==> src/hw/rtl/trq_pkg.sv <==
// Shared types and constants for the task ready queue.
`default_nettype none

package trq_pkg;

    localparam int ID_W  = 4;
    localparam int KEY_W = 16;
    localparam int OCC_W = 5;

    localparam logic CMD_INSERT = 1'b0;
    localparam logic CMD_POP    = 1'b1;

    localparam logic MODE_FIFO   = 1'b0;
    localparam logic MODE_SORTED = 1'b1;

    typedef struct packed {
        logic [ID_W-1:0]  id;
        logic [KEY_W-1:0] key;
    } t_entry;

    typedef struct packed {
        logic             pop;
        logic             ins;
        logic             sorted;
        logic [ID_W-1:0]  id;
        logic [KEY_W-1:0] key;
    } t_cell_ctl;

endpackage

`default_nettype wire

==> src/hw/rtl/task_ready_queue.sv <==
// An item passes from the item register to the result registers and the cell row.
// Throughput: one item per cycle while the result side keeps taking beats.
// Every item is served by a single parallel compare and shift across the cell row.
// Reset clears the entry count, the order mode and all valid flags;
// the cell contents are left as they are and never read before being written.
`default_nettype none

module task_ready_queue #(
    parameter int MAX_TASKS = 16
) (
    input  wire logic                      i_clk,
    input  wire logic                      i_rst_n,
    input  wire logic                      i_cfg_we,
    input  wire logic                      i_cfg_wdata,
    input  wire logic                      i_in_valid,
    output logic                           o_in_ready,
    input  wire logic                      i_command,
    input  wire logic [trq_pkg::ID_W-1:0]  i_task_id,
    input  wire logic [trq_pkg::KEY_W-1:0] i_key,
    output logic                           o_out_valid,
    input  wire logic                      i_out_ready,
    output logic [trq_pkg::ID_W-1:0]       o_popped_id,
    output logic                           o_overflow,
    output logic [trq_pkg::OCC_W-1:0]      o_occupancy
);

    localparam int CW = $clog2(MAX_TASKS + 1);

    logic                      r_mode;
    logic                      r_busy;
    logic                      r_cmd;
    logic [trq_pkg::ID_W-1:0]  r_id;
    logic [trq_pkg::KEY_W-1:0] r_key;
    logic [CW-1:0]             r_count;
    logic [CW-1:0]             n_count;
    logic                      r_out_valid;
    logic [trq_pkg::ID_W-1:0]  r_popped_id;
    logic                      r_overflow;
    logic [trq_pkg::OCC_W-1:0] r_occupancy;

    logic                      accept_in;
    logic                      fire;
    logic                      is_pop;
    logic                      full;
    logic                      empty;
    trq_pkg::t_cell_ctl        ctl;

    trq_pkg::t_entry           cell_q [MAX_TASKS];
    logic [MAX_TASKS-1:0]      hit;
    logic [MAX_TASKS-1:0]      occ;

    assign accept_in  = i_in_valid & o_in_ready;
    assign fire       = r_busy & (!r_out_valid | i_out_ready);
    assign o_in_ready = !r_busy | fire;

    assign is_pop = (r_cmd == trq_pkg::CMD_POP);
    assign full   = (r_count == CW'(MAX_TASKS));
    assign empty  = (r_count == '0);

    always_comb begin
        ctl.pop    = fire & is_pop & !empty;
        ctl.ins    = fire & !is_pop & !full;
        ctl.sorted = (r_mode == trq_pkg::MODE_SORTED);
        ctl.id     = r_id;
        ctl.key    = r_key;
    end

    always_comb begin
        n_count = r_count;
        if (ctl.pop) begin
            n_count = r_count - CW'(1);
        end else if (ctl.ins) begin
            n_count = r_count + CW'(1);
        end
    end

    always_ff @(posedge i_clk) begin
        if (!i_rst_n) begin
            r_mode      <= trq_pkg::MODE_FIFO;
            r_busy      <= 1'b0;
            r_count     <= '0;
            r_out_valid <= 1'b0;
        end else begin
            if (i_cfg_we) begin
                r_mode <= i_cfg_wdata;
            end
            if (accept_in) begin
                r_busy <= 1'b1;
            end else if (fire) begin
                r_busy <= 1'b0;
            end
            r_count <= n_count;
            if (fire) begin
                r_out_valid <= 1'b1;
            end else if (i_out_ready) begin
                r_out_valid <= 1'b0;
            end
        end
    end

    // Hold the item and the result payloads; no reset needed.
    always_ff @(posedge i_clk) begin
        if (accept_in) begin
            r_cmd <= i_command;
            r_id  <= i_task_id;
            r_key <= i_key;
        end
        if (fire) begin
            r_popped_id <= ctl.pop ? cell_q[0].id : '0;
            r_overflow  <= !is_pop & full;
            r_occupancy <= trq_pkg::OCC_W'(n_count);
        end
    end

    for (genvar g = 0; g < MAX_TASKS; g++) begin : g_cell
        trq_pkg::t_entry below;
        trq_pkg::t_entry above;
        logic            hit_above;
        logic            hit_below;

        assign occ[g] = (r_count > CW'(g));

        if (g == 0) begin : g_first
            assign below     = cell_q[g];
            assign hit_below = 1'b1;
        end else begin : g_mid_lo
            assign below     = cell_q[g-1];
            assign hit_below = hit[g-1];
        end

        if (g == MAX_TASKS - 1) begin : g_last
            assign above     = cell_q[g];
            assign hit_above = 1'b0;
        end else begin : g_mid_hi
            assign above     = cell_q[g+1];
            assign hit_above = hit[g+1];
        end

        trq_cell u_cell (
            .i_clk       (i_clk),
            .i_ctl       (ctl),
            .i_occ       (occ[g]),
            .i_below     (below),
            .i_above     (above),
            .i_hit_above (hit_above),
            .i_hit_below (hit_below),
            .o_entry     (cell_q[g]),
            .o_hit       (hit[g])
        );
    end

    assign o_out_valid = r_out_valid;
    assign o_popped_id = r_popped_id;
    assign o_overflow  = r_overflow;
    assign o_occupancy = r_occupancy;

endmodule

`default_nettype wire

==> src/hw/rtl/trq_cell.sv <==
// One queue slot: holds an entry and trades it with its neighbors on pop or insert.
`default_nettype none

module trq_cell (
    input  wire logic              i_clk,
    input  wire trq_pkg::t_cell_ctl i_ctl,
    input  wire logic              i_occ,
    input  wire trq_pkg::t_entry   i_below,
    input  wire trq_pkg::t_entry   i_above,
    input  wire logic              i_hit_above,
    input  wire logic              i_hit_below,
    output trq_pkg::t_entry        o_entry,
    output logic                   o_hit
);

    trq_pkg::t_entry r_entry;
    trq_pkg::t_entry n_entry;
    logic            le;

    // An occupied slot stays in place if the new entry belongs above it.
    assign le    = i_occ & (!i_ctl.sorted | (r_entry.key <= i_ctl.key));
    assign o_hit = le | i_hit_above;

    always_comb begin
        n_entry = r_entry;
        priority if (i_ctl.pop) begin
            n_entry = i_above;
        end else if (i_ctl.ins && !o_hit) begin
            if (i_hit_below) begin
                n_entry.id  = i_ctl.id;
                n_entry.key = i_ctl.key;
            end else begin
                n_entry = i_below;
            end
        end
    end

    always_ff @(posedge i_clk) begin
        r_entry <= n_entry;
    end

    assign o_entry = r_entry;

endmodule

`default_nettype wire
==> config.mk <==
export PLATFORM = sky130hd
export DESIGN_NAME = task_ready_queue
export DESIGN_NICKNAME = d
export VERILOG_FILES = /design/src/hw/rtl/trq_pkg.sv /design/src/hw/rtl/task_ready_queue.sv /design/src/hw/rtl/trq_cell.sv
export SDC_FILE = /design/constraint.sdc
export NUM_CORES = 1
export LEC_CHECK = 0
export BUFFER_PORTS_ARGS = -buffer_cell sky130_fd_sc_hd__clkbuf_2
export CORE_ASPECT_RATIO = 1.4
export CORE_MARGIN = 1.5
export CORE_UTILIZATION = 29
export CTS_BUF_LIST = sky130_fd_sc_hd__clkbuf_16
export CTS_CLUSTER_SIZE = 24
export DETAILED_ROUTE_END_ITERATION = 10
export RECOVER_POWER = 50
export SETUP_SLACK_MARGIN = 0.2
export SLEW_MARGIN = 20
export SYNTH_ARGS = -nofsm -noshare
export SYNTH_HDL_FRONTEND = slang
export SYNTH_HIERARCHICAL = 1
export SYNTH_SLANG_ARGS = --single-unit
==> constraint.sdc <==
create_clock -name i_clk -period 10.9 [get_ports i_clk]
set_input_delay 1.09 -clock i_clk [delete_from_list [all_inputs] [get_ports i_clk]]
set_output_delay 1.09 -clock i_clk [all_outputs]
set_load 0.005 [all_outputs]
==> metrics.txt, run 1 <==
Die H 351 um; final setup vio count 0; Initial Util 0.293; number of max-cap violations 14; post-detailed-route wirelength per cell 18.4 um; die width 252 um; sequential share of power 0.431; Clock Latency Late Sink 560 ps; Gate Count Post-Synth approximately 2500; endpoint class of the critical path flop; Worst Path Max Fanout 22; CP required ~11000 ps; Power Density 143 nW/um2; # IOs 39; most numerous cell in the Yosys netlist nand2_1; Setup crit start kind flop; cell taking the most area after synthesis edfxtp_1; Combinational Power Share 0.245; nets approximately 2800; max incr delay on CP roughly 460 ps; hold-fix buffers at CTS 0; Internal Power 2.82 mW; CTS tree built; DRT Pass-1 Iters 5; mean post-synth cell area ~10 um2; Setup Skew around 26 ps; most frequent cell on the critical path o32a_1; DRT antenna net count 0; Min Clock Period, post-route between 10000 and 15000 ps; sw power roughly 1.2 mW; worst-case clock buffer depth 3; # port buffers 38; Slew @ Worst Pin around 3700 ps; vias in the first global route approximately 18000; CTS buffer count 40; H-tree lvl count 2; Syn. warnings 6; Synth Flop Type edfxtp_1; fin worst setup slack between 500 and 600 ps; Mapped Area 25100 um2; DIE AREA 88500 um2; sequential area share after synthesis 0.426; DP HPWL between 50000 and 60000 um; asr flop ratio synth 0; EDFF count, synth about 350; Root Buffer clkbuf_16; clock transition at the registers of the reported paths around 60 ps; post-DR vias/cell between 4 and 5; final period utilization 0.951; VDD IR max 0.106 mV; Routed WL 67600 um; row count roughly 130; clock sinks between 300 and 400; gr usage total 0.152; Core Area 85800 um2; worst min path class reg2reg; area added between synthesis and finish 12.2%; count of final hold-check violations 0; Setup CP Type reg2reg; layout cells sized above 1 0.0870; largest cells by area after synthesis edfxtp_1 42%, ha_1 13%, mux2i_1 13%; fmax between 90 and 100 MHz; synth cell count leaders 364 x nand2_1, 362 x o21ai_0, 351 x edfxtp_1; top cell type's share of synthesized area 0.419; Clock power frac 0.324; largest net degree at the start of global routing 294; flops & latches, synth roughly 360; pre-CTS WS -421 ps; CP max-delay cell edfxtp_1; initial antenna violation count 9; starting DRC count in detailed routing between 1000 and 1500; failing checks max-capacitance violations, max-slew violations; grt ovf 0; arrival time of the worst setup path between 10000 and 15000 ps; total number of vias ~18000; status complete, but fails checks; max-slew violations approximately 770; global-route wire length before repair 105000 um; Synth cell types 45; Sw Ratio 0.303; Leakage roughly 12 nW; unrepaired setup endpoints after global routing false; GPL Wtd Cong 0.818; final core utilization 0.329; max_slew headroom -1.46; drt drc 0
[logic make-up after synthesis]
family                   synth area share
AO/OA/AOI/OAI                       0.150
AND/OR/NAND/NOR                     0.105
buffers and inverters              0.0591
flip-flops                          0.426
multiplexers                        0.129
adder cells (fa/ha/maj)             0.130
other                            0.000299
XOR/XNOR                         0.000349
[stage by stage]
stage	setup TNS [ps]	instances	instance area (um2)	total power, mW	hold WS [ps]
floorplan	0	2509	25300	2.49	521
global placement	-902	3599	27100	2.73	544
detailed placement	-4390	3599	27100	2.76	540
CTS	0	3669	28300	4.08	565
global route	0	3672	28200	4.24	602
finish	0	3673	28200	4.05	562
[power groups by stage]
stage | Clock (mW) | Sequential (mW) | Combinational (mW)
2_1_floorplan | 0 | 1.76 | 0.726
3_3_place_gp | 0 | 1.77 | 0.964
3_5_place_dp | 0 | 1.77 | 0.991
4_1_cts | 1.34 | 1.74 | 0.994
5_1_grt | 1.38 | 1.76 | 1.10
6_report | 1.31 | 1.74 | 0.990
[state kept, by name (all words and copies together), names as in the netlist, 4 cells and up]
signal / count
g_cell.u_cell/o_entry: 320
o_occupancy: 5
o_popped_id: 4
r_count: 5
r_id: 4
r_key: 16
[layout by cell type, fill, tap and decap left out, types with 35 or more instances in the layout]
cell type,count
nand4_1,49
edfxtp_1,351
inv_1,279
clkbuf_16,41
clkbuf_1,35
buf_4,38
o21ai_0,362
nand2_1,364
ha_1,258
a21oi_1,135
nor2_1,42
mux2i_1,323
[critical path, delay by kind of cell (launching register included)]
family / cells / cell delay (ps)
AOI/OAI and AO/OA: 19 / 5530
and+or+nand+nor: 13 / 2260
buffers and inverters: 5 / 1220
DFF: 1 / 460
adders and majority gates: 1 / 310
muxes: 1 / 150
[path summary, 6_finish.rpt]
kind | startpoint | end | slack [ps] | cells after the start
worst max-delay path | g_cell[15].u_cell/o_entry[13]$_DFFE_PP_ | g_cell[1].u_cell/o_entry[16]$_DFFE_PP_ | 530 | 39
worst min-delay path | g_cell[9].u_cell/o_entry[17]$_DFFE_PP_ | g_cell[8].u_cell/o_entry[17]$_DFFE_PP_ | 560 | 2
worst min register to register | g_cell[9].u_cell/o_entry[17]$_DFFE_PP_ | g_cell[8].u_cell/o_entry[17]$_DFFE_PP_ | 560 | 2
worst max register to register | g_cell[15].u_cell/o_entry[13]$_DFFE_PP_ | g_cell[1].u_cell/o_entry[16]$_DFFE_PP_ | 530 | 39
[what timing repair did]
item	in CTS	in global routing
endpoints found under the setup margin	20	40
buffers inserted	0	1
gates resized for setup	3	4
cloned	0	0
pin swaps	0	2
[layer usage]
layer	vias up	wire [um]	global-route usage
met3	115	2260	0.0202
met5	-	69	0
met1	8580	26400	0.165
met2	260	36200	0.296
li1	9168	-	-
met4	10	2730	0.0590
[layout make-up]
cell class	instances	area (um2)
Tap cell	1096	1370
Sequential cell	359	10700
Clock inverter	29	188
Timing Repair Buffer	98	589
Multi-Input combinational cell	1769	13300
Clock buffer	41	1030
Inverter	280	1050
Antenna cell	1	2.50
Fill cell	8837	57600
Power figures use the tool's default switching activity.
==> inputs of run 2 (changes only) <==
RECOVER_POWER = 100   (was 50)
==> run 2 against run 1 <==
Compared with the run above: clock power hardly changed; clock-buffer cell count stayed put; non-clock buffer count stayed put; sequential power hardly changed; the run still ends with max-capacitance violations, max-slew violations left; register-to-register slack hardly changed; utilization hardly changed.
==> metrics.txt, run 2 (synthesis results as in run 1) <==
post-DR vias/cell ~4.9; unrepaired setup endpoints after global routing false; worst-case clock buffer depth 3; final setup vio count 0; final period utilization 0.952; most frequent cells in the layout 364 x nand2_1, 362 x o21ai_0, 351 x edfxtp_1; Setup Skew about 25 ps; worst min path class reg2reg; clock transition at the registers of the reported paths about 60 ps; FF/Latch Area 10700 um2; GPL Wtd Cong 0.818; R2R Setup Slk about 520 ps; total number of vias about 18000; CP max-delay cell edfxtp_1; hold depth 2; die width roughly 250 um; commonest non-fill, non-tap cell in the layout nand2_1; DIE AREA ~90000 um2; worst path bufs/invs 5; global-route wire length before repair 105000 um; most frequent cell on the critical path o32a_1; Core Area about 86000 um2; Setup CP Type reg2reg; status complete, but fails checks; hold path endpoint g_cell[15].u_cell/o_entry[17]$_DFFE_PP_; DRT antenna net count 0; row count around 130; number of max-cap violations 15; Min Clock Period, post-route 10380 ps; DP HPWL 51700 um; Die H between 300 and 400 um; largest net degree at the start of global routing approximately 290; post-detailed-route wirelength per cell between 15 and 20 um; Leakage between 10 and 15 nW; setup TNS 0 ps; Worst Hold Launch g_cell[15].u_cell/o_entry[17]$_DFFE_PP_; area added between synthesis and finish 12.1%; Clock Latency Late Sink 560 ps; nets about 2800; max-slew violations between 700 and 800; R2R cell count 39; reg-to-reg endpoint g_cell[1].u_cell/o_entry[16]$_DFFE_PP_; endpoint class of the critical path flop; Slew @ Worst Pin 3700 ps; Initial Util 0.293; Worst Path Max Fanout 22; worst hold margin 562 ps; failing checks max-capacitance violations, max-slew violations; final std cells w/o fill ~3700; vias in the first global route between 15000 and 20000; fin worst setup slack around 520 ps; Inst Count DP 3599; drt drc 0; Largest register FFs between 300 and 400; layout cells sized above 1 0.0854; pre-CTS WS -421 ps; gr usage total 0.152; initial antenna violation count 9; multi-input logic area between 10000 and 15000 um2; Root Buffer clkbuf_16; Power Density roughly 140 nW/um2; Routed WL 67700 um; DRT Pass-1 Iters 5; CP required ~11000 ps; clock sinks 359; # port buffers 38; # IOs 39; H-tree lvl count 2; max_slew headroom -1.47; R2R Path Start g_cell[15].u_cell/o_entry[13]$_DFFE_PP_; count of final hold-check violations 0; fillers roughly 9000; starting DRC count in detailed routing 1122; arrival time of the worst setup path 10540 ps; fmax a little under 100 MHz; VDD IR max 0.106 mV; grt ovf 0; CTS buffer count 40; Setup crit start kind flop; CTS tree built; CP delay by family, top compound AO/OA/AOI/OAI gates; max incr delay on CP around 460 ps; Power, Total between 4 and 5 mW
==> run 2: cell type report <==
cell class | count | share of cell area
multi-input combinational | 1769 | 0.471
antenna | 1 | 0.0000888
clock buffer | 41 | 0.0364
timing repair buffer | 98 | 0.0204
inverter | 280 | 0.0373
tap | 1096 | 0.0487
sequential | 359 | 0.380
clock inverter | 29 | 0.00666
==> run 2: report_power, final <==
part / internal [mW] / switching, mW / leakage [nW] / total, mW
clock network: 0.727 / 0.582 / 0.606 / 1.31
logic: 0.415 / 0.576 / 8.15 / 0.991
registers: 1.68 / 0.0683 / 3.28 / 1.74
total: 2.82 / 1.23 / 12.0 / 4.05
==> run 2: per-layer routing <==
metal,vias to the layer above,track usage,routed length (um)
met5,-,0,69
met4,10,0.0590,2730
met3,115,0.0202,2310
met2,261,0.296,36300
met1,8567,0.165,26300
li1,9162,-,-
==> run 2: worst max-delay path by stage <==
stage                                                   to                                    start  cells past startpoint
floorplan            g_cell[0].u_cell/o_entry[0]$_DFFE_PP_                       r_key[9]$_DFFE_PP_                     37
global placement    g_cell[1].u_cell/o_entry[18]$_DFFE_PP_                      r_key[13]$_DFFE_PP_                     39
detailed placement  g_cell[1].u_cell/o_entry[18]$_DFFE_PP_                      r_key[13]$_DFFE_PP_                     39
CTS                 g_cell[1].u_cell/o_entry[18]$_DFFE_PP_  g_cell[15].u_cell/o_entry[13]$_DFFE_PP_                     39
global route        g_cell[1].u_cell/o_entry[16]$_DFFE_PP_  g_cell[15].u_cell/o_entry[13]$_DFFE_PP_                     39
finish              g_cell[1].u_cell/o_entry[16]$_DFFE_PP_  g_cell[15].u_cell/o_entry[13]$_DFFE_PP_                     39
==> run 2: repair_timing <==
item                                    CTS  global route
buffers inserted                          0             1
resized for setup                         3             4
cloned                                    0             0
pin swaps                                 0             2
hold buffers                              0             0
endpoints found under the setup margin   20            40
==> run 2: worst min-delay path, cell delays in order (launching register included) <==
cell	delay, ps
edfxtp_1	350
nand2_1	50
o21ai_0	60
==> run 2: stage by stage <==
stage / cell area (um2) / util
final: 28200 / 0.328
after CTS: 28300 / 0.330
after global routing: 28200 / 0.328
after floorplan: 25300 / -
after global placement: 27100 / 0.315
after detailed placement: 27100 / 0.315
==> inputs of run 3 (changes only) <==
BUFFER_PORTS_ARGS = -buffer_cell sky130_fd_sc_hd__buf_2   (was -buffer_cell sky130_fd_sc_hd__clkbuf_2)
CORE_UTILIZATION = 35   (was 29)
clock period = 11.5 ns   (was 10.9 ns; I/O delays follow)
==> run 3 against run 2 <==
Compared with the run above: worst setup slack gained 68 ps; register-to-register slack improved by 70 ps; clock-buffer cell count is 1 lower; flip-flop and latch count unchanged; combinational power shrank 2%; utilization rose by 6.7 points; the flow still finishes with violations (max-capacitance violations, max-slew violations); cell area increased by 0.10%; clock power hardly changed; total power shrank 1.9%; via count is 9.0% higher; clock skew grew 5.3 ps.
==> metrics.txt, run 3 (synthesis results as in run 1) <==
status complete, but fails checks; failing checks max-capacitance violations, max-slew violations; Root Buffer clkbuf_16; total number of vias 19700; Setup Skew about 30 ps; vias in the first global route about 20000; Worst Path Max Fanout 6; Initial Util 0.353; gr usage total 0.205; VDD IR max roughly 0.081 mV; max incr delay on CP 450 ps; Setup CP Type reg2reg; GPL Wtd Cong 0.863; Slew @ Worst Pin approximately 4700 ps; endpoint class of the critical path flop; Min Clock Period, post-route about 11000 ps; grt ovf 0; H-tree lvl count 2; max-slew violations roughly 340; clock transition at the registers of the reported paths about 70 ps; global-route wire length before repair 116000 um; Core Area between 70000 and 80000 um2; most frequent cell on the critical path o32a_1; Power Density ~140 nW/um2; clock sinks roughly 360; CP required 11720 ps; worst-case clock buffer depth 3; fillers ~6900; post-DR vias/cell around 5.6; commonest non-fill, non-tap cell in the layout nand2_1; Leakage about 12 nW; n_diodes 0; drt drc 0; max_slew headroom -2.13; worst min path class reg2reg; DIE AREA about 73000 um2; Die H ~320 um; CP max-delay cell edfxtp_1; most frequent cells in the layout 364 x nand2_1, 362 x o21ai_0, 351 x edfxtp_1; CTS tree built; layout cells sized above 1 0.0903; nets 2859; final setup vio count 0; row count 116; # port buffers 38; Setup crit start kind flop; area added between synthesis and finish 12.3%; die width approximately 230 um; Largest register FFs between 300 and 400; starting DRC count in detailed routing roughly 1400; DRT antenna net count 0; # IOs 39; unrepaired setup endpoints after global routing false; count of final hold-check violations 0; Clock Latency Late Sink 560 ps; arrival time of the worst setup path between 10000 and 15000 ps; DP HPWL about 56000 um; Power, Total between 3 and 4 mW; CTS buffer count 39; largest net degree at the start of global routing 245; setup TNS 0 ps; hold-fix buffers at CTS 0; fmax between 90 and 100 MHz; initial antenna violation count 1; DRT Pass-1 Iters 5; final period utilization 0.948; Routed WL ~77000 um; number of max-cap violations 6; post-detailed-route wirelength per cell between 20 and 25 um
==> run 3: cell types whose count changed in the layout (fill, tap and decap cells not counted), sizes merged, moves of 3 or more <==
cell      delta
buf         +45
o32a         +3
clkinvlp     -4
clkbuf      -26
bufinv       +4
inv          +3
==> run 3: repair_timing <==
action / CTS / global route
gates resized for setup: 6 / 15
pin swaps: 1 / 8
buffers inserted: 0 / 4
cloned: 2 / 1
setup endpoints to repair: 40 / 51
==> run 3: cell type report <==
type                    count  area [um2]  area share
multi-input cells        1772       13200       0.468
flip-flops and latches    359       10700       0.379
well taps                 944        1180      0.0419
inverters                 280        1050      0.0373
clock buffers              40        1000      0.0355
repair buffers            118         746      0.0264
clock inverters            32         315      0.0112
==> run 3: report_power, final <==
group | leakage (nW) | switching, mW | internal [mW] | total, mW
Combinational | 8.21 | 0.572 | 0.400 | 0.973
Sequential | 3.28 | 0.0792 | 1.59 | 1.67
Clock | 0.670 | 0.558 | 0.770 | 1.33
==> run 3: path summary, 6_finish.rpt <==
check | from | endpoint | slack [ps] | cells after the start
worst min register to register | g_cell[15].u_cell/o_entry[17]$_DFFE_PP_ | g_cell[14].u_cell/o_entry[17]$_DFFE_PP_ | 560 | 2
worst min-delay path | g_cell[15].u_cell/o_entry[17]$_DFFE_PP_ | g_cell[14].u_cell/o_entry[17]$_DFFE_PP_ | 560 | 2
worst max-delay path | g_cell[15].u_cell/o_entry[13]$_DFFE_PP_ | g_cell[1].u_cell/o_entry[16]$_DFFE_PP_ | 590 | 38
worst max register to register | g_cell[15].u_cell/o_entry[13]$_DFFE_PP_ | g_cell[1].u_cell/o_entry[16]$_DFFE_PP_ | 590 | 38
==> run 3: metal layers <==
layer | track usage | share of wire | vias to the layer above
met5 | 0 | 0 | -
met4 | 0.113 | 0.053 | 0
li1 | - | - | 9223
met2 | 0.387 | 0.54 | 618
met1 | 0.220 | 0.37 | 9644
met3 | 0.0206 | 0.040 | 253
==> run 3: through the flow <==
step | hold WS [ps] | instances | area (um2) | utilization | setup WS, ps
CTS | 565 | 3539 | 28200 | 0.396 | 202
floorplan | 521 | 2509 | 25200 | - | 255
global route | 599 | 3545 | 28200 | 0.396 | 81.0
global placement | 545 | 3465 | 26800 | 0.377 | 13.4
finish | 565 | 3545 | 28200 | 0.396 | 592
detailed placement | 553 | 3465 | 26800 | 0.377 | -216
==> run 3: worst max-delay path: cells and delay by family, from the launching register on <==
kind	cells	cell delay (ps)
simple gates	17	3090
fa+ha+maj	1	310
mux	1	160
compound gates	19	6520
flops	1	450
